**src/tblr_pkg.sv**
```systemverilog
// Shared types and constants for the tile background line renderer.
package tblr_pkg;

  typedef enum logic [1:0] {
    CMD_WRITE  = 2'd0,
    CMD_START  = 2'd1,
    CMD_RENDER = 2'd2,
    CMD_NONE   = 2'd3
  } cmd_t;

  localparam logic [2:0] REG_BG_MODE    = 3'd0;
  localparam logic [2:0] REG_FORMAT     = 3'd1;
  localparam logic [2:0] REG_GEOMETRY   = 3'd2;
  localparam logic [2:0] REG_MAP_BASE   = 3'd3;
  localparam logic [2:0] REG_TILE_BASE  = 3'd4;
  localparam logic [2:0] REG_SCROLL     = 3'd5;
  localparam logic [2:0] REG_PRIORITIES = 3'd6;
  localparam logic [2:0] REG_MOSAIC     = 3'd7;

  localparam logic [15:0] OPT_VFLAG = 16'h8000;

  // Queued word between front and back.
  typedef struct packed {
    logic [1:0]  command;
    logic [14:0] mem_address;
    logic [15:0] mem_data;
    logic [8:0]  line_number;
    logic        odd_field;
    logic        interlaced;
    logic [3:0]  mosaic_line_offset;
    logic [15:0] opt_horizontal;
    logic [15:0] opt_vertical;
  } item_t;

  typedef enum logic [2:0] {
    ST_IDLE  = 3'd0,
    ST_MAP   = 3'd1,
    ST_WAITM = 3'd2,
    ST_PLANE = 3'd3,
    ST_WAITP = 3'd4,
    ST_PIX   = 3'd5,
    ST_FLUSH = 3'd6
  } state_t;

endpackage

```
**src/tblr_front.sv**
```systemverilog
// Front end: two-entry queue of input words.
module tblr_front (
  input  logic           clk,
  input  logic           rst_n,
  input  logic           in_valid,
  output logic           in_ready,
  input  tblr_pkg::item_t in_item,
  output logic           q_valid,
  input  logic           q_ready,
  output tblr_pkg::item_t q_item
);
  import tblr_pkg::*;

  item_t      mem_r [2];
  logic       wp_r, rp_r;
  logic [1:0] cnt_r;

  assign in_ready = (cnt_r != 2'd2);
  assign q_valid  = (cnt_r != 2'd0);
  assign q_item   = mem_r[rp_r];

  always_ff @(posedge clk) begin
    if (in_valid && in_ready) mem_r[wp_r] <= in_item;
  end

  // Pointers and fill count
  always_ff @(posedge clk) begin
    if (!rst_n) begin
      wp_r <= 1'b0; rp_r <= 1'b0; cnt_r <= 2'd0;
    end else begin
      if (in_valid && in_ready) wp_r <= ~wp_r;
      if (q_valid && q_ready) rp_r <= ~rp_r;
      cnt_r <= cnt_r + {1'b0, in_valid && in_ready} - {1'b0, q_valid && q_ready};
    end
  end
endmodule

```
**config.mk**
```make
export PLATFORM = sky130hd
export DESIGN_NAME = tblr_front
export DESIGN_NICKNAME = d
export VERILOG_FILES = /design/src/tblr_pkg.sv /design/src/tblr_front.sv
export SDC_FILE = /design/constraint.sdc
export NUM_CORES = 1
export LEC_CHECK = 0
export BUFFER_PORTS_ARGS = -buffer_cell sky130_fd_sc_hd__buf_4
export CAP_MARGIN = 20
export CORE_MARGIN = 3
export CORE_UTILIZATION = 40
export DETAILED_ROUTE_END_ITERATION = 12
export MAX_ROUTING_LAYER = met4
export PLACE_DENSITY = 0.7
export SYNTH_ARGS = -nofsm -noshare
export SYNTH_HDL_FRONTEND = slang
export SYNTH_SLANG_ARGS = --single-unit
```
**constraint.sdc**
```tcl
create_clock -name clk -period 6 [get_ports clk]
set_input_delay 0.3 -clock clk [delete_from_list [all_inputs] [get_ports clk]]
set_output_delay 0.3 -clock clk [all_outputs]
set_load 0.01 [all_outputs]
```
==> results.toml, run 1 <==
[synthesis]
synth_area_leader_cell = "edfxtp_1"
synth_top_area_frac = 0.749
yosysMostFrequentCell = "edfxtp_1"
async_reset_ff_frac = 0
ys_warn_count = 0
synth_adder_area_share = 0.00390
syn_area_per_cell_sq_um = 23.5
ys_ff_latch = 165
synth_commonest_cells = "160 x edfxtp_1, 80 x mux2_4, 8 x buf_12, 5 x dfxtp_1, 3 x xnor2_1"
synth_flop_cell = "edfxtp_1"
synth-edff-count = 160
ys_top_cells_by_area = "edfxtp_1 75%, mux2_4 19%, buf_12 2.5%, dfxtp_1 1.6%, xnor2_1 0.41%"
seq_area_frac_synth = 0.765
synth_top_family_by_area = "multiplexers"
synth_mux_area_frac = 0.189
syn-num-nets = 359
synth.distinct_cells = 17
synthesis.area_sq_mm = 0.00641
postSynthCellCount = 273
synth_compound_area_frac = 0.00117
synthXorXnorAreaFrac = 0.00410
yosys.area_share.simple = 0.00956

[timing]
rsz0062_at_grt = "no"
final.setup.worst_slack_ns = 3.15
setup_viol = 0
fin_crit_sh = 0.475
tns_ns = 0
final_max_slew_viol_count = 0
hold_violations = 0
max_freq_mhz = 351
fin_crit_ns = 2.85
worst_slew_pin_slew_ns = 0.980
skew_ns = 0.00484
relSlewSlack = 0.347

[flow_run]
cap_violations = 0

[clock_network]
cts_sinks = 165
cts_buffers = 17
cts.reportedPaths.clkPinSlew_ns = 0.06
htree_levels = 4
post-cts-setup-buffers = 0
ctsHoldBuffers = 0
cts_root_buffer = "clkbuf_16"
cts_tree = "done"
clk_latency_ns = 0.41
post_cts_resized = 0
clock_path_buffers = 2

[floorplanning]
initial_core_util = 0.416
dieArea_sq_mm = 0.0176
ioPinCount = 166
die_x_um = 133
num_rows = 45
core_region_area_sq_mm = 0.0154
die_h_um = 133

[layout]
nFillCells = 1270
register_area_sq_mm = 0.00491
area_delta_synth_final_pct = 30.9
fin_nets = 537
multi_input_area_sq_mm = 0.00134
drive_above_1_share = 0.606
n_antenna_cell = 0

[placed_design]
place.gp.congestion = 0.706
preCtsSetupSlack_ns = 3.53
hpwl_um = 7510
port_buffers = 165

[setup_path]
cp_top_family = "flip-flops"
cpPeakStageDelay_ns = 0.97
cp_max_fo = 51
crit_buf_inv = 2
cpMostUsedCell = "buf_4"
cp-start-kind = "flip-flop"
worstReg2RegStart = "cnt_r[0]"
required_ns = 5.70
critical_path_class = "reg -> out"
cp.arrival_ns = 2.55
path_cells = "buf_4, mux2_4, buf_4"
critPathSlowestCell = "dfxtp_4"
end_kind = "output port"

[power]
p_switching_mw = 0.883
clkPwrFrac = 0.304
p_int_mw = 2.64
finalPower_mw = 3.52
power_frac_seq = 0.441
peakVddDrop_mv = 0.277
combPwrFrac = 0.255
p_leak_nw = 3.28
power_density_mw_per_mm2 = 420
p_sw_frac = 0.251

[grt]
grt_pass1_vias = 3346
grt-ovfl-total = 0
grt_max_degree = 81
grt_use_total = 0.133
antenna_found_initial = 0
grt_pass1_wl_um = 17300

[routing]
wl_per_cell_um = 16.8
drtIter0Drc = 187
remaining_drc_errors = 0
ant_nets = 0
drt_pass1_iterations = 4
vias = 3046
routed_via_density = 4.51
drt-total-wl_um = 11400

[worst_hold_path]
hold_path_class = "in -> reg"
min_from = "in_item[47]"

[outcome]
status = "finished clean"
## cells by family after synthesis
| group | after synthesis |
|---|---|
| buffers and inverters | 10 |
| and+or+nand+nor | 11 |
| muxes | 81 |
| DFF | 165 |
| xor gates and xnor gates | 3 |
| AOI/OAI and AO/OA | 1 |
| adders and majority gates | 2 |
## worst register-to-register path, cell delays in order (launching register included)
cell and delay, ns:
dfxtp_1 0.36, nand2b_1 0.17, nand2_1 0.15, nor2_4 0.34, buf_4 0.80
## layer usage
layer  wire (um)  track usage
met1        4500        0.145
met2        5920        0.222
met3         742       0.0468
met4         199       0.0566
met5           0            -
## final cells by class
type / instances / area share
multi-input cells: 98 / 0.160
inverters: 1 / 0.000447
clock inverters: 14 / 0.0192
flip-flops and latches: 165 / 0.585
clock buffers: 18 / 0.0511
repair buffers: 168 / 0.153
well taps: 211 / 0.0315
## registers in the layout, indices dropped and copies added (netlist names), named ones only
register and flops:
mem_r 160, cnt_r 2, wp_r 1, rp_r 1
## layout by cell type (no fill, tap or decap), drive strengths merged
master	count
buf	168
edfxtp	160
mux2	80
clkbuf	18
clkinv	11
dfxtp	5
xnor2	3
bufinv	3
nand2b	2
nand2	2
nor2b	2
and2	2
ha	2
o21a	1
or2	1
inv	1
and3	1
nor2	1
mux2i	1
## power groups by stage
stage,Sequential (mW),Clock [mW],Combinational (mW)
detailed placement,1.58,0,0.911
finish,1.55,1.07,0.899
CTS,1.56,1.10,0.914
floorplan,1.52,0,0.652
global route,1.57,1.14,0.958
global placement,1.57,0,0.901
## metrics by stage
| step | instances | area, sq um | hold WS, ns | utilization |
|---|---|---|---|---|
| after floorplan | 273 | 6410 | 0.399 | - |
| after global placement | 642 | 7770 | 0.485 | 0.504 |
| after detailed placement | 642 | 7770 | 0.488 | 0.504 |
| after CTS | 674 | 8360 | 0.0444 | 0.542 |
| after global routing | 675 | 8390 | 0.0431 | 0.544 |
| final | 675 | 8390 | 0.0677 | 0.544 |
## path summary, 6_finish.rpt
kind / to / slack, ns / cells past startpoint
worst max-delay path: q_item[1] / 3.15 / 3
worst max register to register: mem_r[0][2] / 3.78 / 4
worst min-delay path: mem_r[0][47] / 0.07 / 1
worst min register to register: wp_r / 0.54 / 2
No activity file was read; power rests on OpenSTA's default activity.
==> inputs of run 2 (changes only) <==
- PLACE_DENSITY: 0.7 -> 0.73
- clock period: 6 -> 2.4 ns (I/O delays scaled with it)
==> run 2 against run 1 <==
Net effect: hold slack better by 0.041 ns; power grew to 2.6 times the previous value; sequential power is 140% higher; combinational power grew to 2.8 times the previous value; worst setup slack worse by 2.7 ns; largest cell class unchanged; core utilization is 5.6 points higher; register-to-register slack worse by 3.2 ns.
==> results.toml, run 2 (same netlist as run 1, synthesis figures left out) <==
[setup_path]
crit_buf_inv = 2
cp-start-kind = "flip-flop"
critPathSlowestCell = "buf_4"
path_cells = "buf_4, mux2_4, buf_4"
required_ns = 2.28
cp_top_family = "buffers and inverters"
critical_path_class = "reg -> out"
end_kind = "output port"
cp.arrival_ns = 1.84
cp_max_fo = 35
cpPeakStageDelay_ns = 0.53
cpMostUsedCell = "buf_4"

[flow_run]
cap_violations = 0

[clock_network]
clk_latency_ns = 0.41
cts.reportedPaths.clkPinSlew_ns = 0.06
cts_buffers = 17
cts_tree = "done"
cts_sinks = 165
clock_path_buffers = 2
cts_root_buffer = "clkbuf_16"
post_cts_resized = 0
htree_levels = 4

[floorplanning]
die_h_um = 133
ioPinCount = 166
initial_core_util = 0.416
num_rows = 45
die_x_um = 133
dieArea_sq_mm = 0.0176
core_region_area_sq_mm = 0.0154

[layout]
fin_nets = 621
most-common-layout-cells = "169 x buf_4, 160 x edfxtp_1, 81 x dlygate4sd3_1, 80 x mux2_4, 17 x clkbuf_16"
area_delta_synth_final_pct = 44.4
nFillCells = 1156
layout_commonest_cell = "buf_4"
n_antenna_cell = 0
drive_above_1_share = 0.513
top_register = "mem_r"
largest_reg_flops = 160
reg_top3 = "mem_r (160), cnt_r (2)"
multi_input_area_sq_mm = 0.00134
register_area_sq_mm = 0.00491

[grt]
grt_pass1_vias = 3798
grt_max_degree = 46
antenna_found_initial = 0
grt_use_total = 0.149
grt_pass1_wl_um = 19700
grt-ovfl-total = 0

[power]
finalPower_mw = 9.10
combPwrFrac = 0.280
p_int_mw = 6.90
power_density_mw_per_mm2 = 983
p_sw_frac = 0.242
clkPwrFrac = 0.310
peakVddDrop_mv = 0.589
p_switching_mw = 2.21
p_leak_nw = 3.64
power_frac_seq = 0.410

[placed_design]
place.gp.congestion = 0.721
port_buffers = 165
preCtsSetupSlack_ns = 0.615
hpwl_um = 7800

[timing]
hold_slack_ns = 0.108
fin_crit_sh = 0.816
tns_ns = 0
skew_ns = 0.00339
worst_slew_pin_slew_ns = 0.666
relSlewSlack = 0.556
hold_violations = 0
setup_viol = 0
max_freq_mhz = 511
fin_crit_ns = 1.96
rsz0062_at_grt = "no"
final_max_slew_viol_count = 0
final.setup.worst_slack_ns = 0.441

[routing]
drt-total-wl_um = 12400
wl_per_cell_um = 16.4
vias = 3412
ant_nets = 0
remaining_drc_errors = 0
drtIter0Drc = 181
routed_via_density = 4.50
drt_pass1_iterations = 4

[outcome]
status = "finished clean"

[worst_hold_path]
hold_path_class = "in -> reg"
-- run 2: timing repair --
item / 4_1_cts / 5_1_grt
hold endpoints to repair: 165 / 0
setup buffers: 0 / 0
hold buffers: 81 / 0
-- run 2: metal layers --
layer | share of wire | global-route usage | up-vias
met5 | 0 | - | -
met4 | 0.016 | 0.0641 | 0
met2 | 0.52 | 0.250 | 129
li1 | - | - | 1597
met1 | 0.41 | 0.168 | 1668
met3 | 0.054 | 0.0422 | 18
-- run 2: power groups by stage --
| stage | Combinational (mW) | Clock (mW) | Sequential, mW |
|---|---|---|---|
| final | 2.55 | 2.82 | 3.73 |
| after global routing | 2.71 | 3.01 | 3.77 |
| after CTS | 2.59 | 2.90 | 3.73 |
| after detailed placement | 2.48 | 0 | 3.79 |
| after global placement | 2.46 | 0 | 3.77 |
| after floorplan | 1.64 | 0 | 3.76 |
-- run 2: per-stage QoR --
| step | std cells | utilization | cell area [sq um] |
|---|---|---|---|
| 6_report | 759 | 0.600 | 9260 |
| 5_1_grt | 759 | 0.600 | 9260 |
| 4_1_cts | 759 | 0.600 | 9260 |
| 3_5_place_dp | 646 | 0.507 | 7830 |
| 3_3_place_gp | 646 | 0.507 | 7830 |
| 2_1_floorplan | 273 | - | 6420 |
-- run 2: final cells by class --
type                       count  area share
clock buffer                  20      0.0472
clock inverter                12      0.0199
inverter                       1    0.000405
multi-input combinational     98       0.145
sequential                   165       0.530
tap                          211      0.0285
timing repair buffer         252       0.229
-- run 2: worst paths after layout --
| kind | from | to | slack (ns) | cells past startpoint |
|---|---|---|---|---|
| max | flip-flop | q_item[56] | 0.44 | 3 |
| min | in_valid | wp_r | 0.11 | 3 |
| max reg2reg | cnt_r[0] | cnt_r[1] | 0.61 | 8 |
| min reg2reg | wp_r | wp_r | 0.53 | 2 |
-- run 2: worst min-delay path, delay by kind of cell --
kind                   cells  cell delay [ns]
buffers and inverters      1             0.09
and+or+nand+nor            1             0.11
muxes                      1             0.15
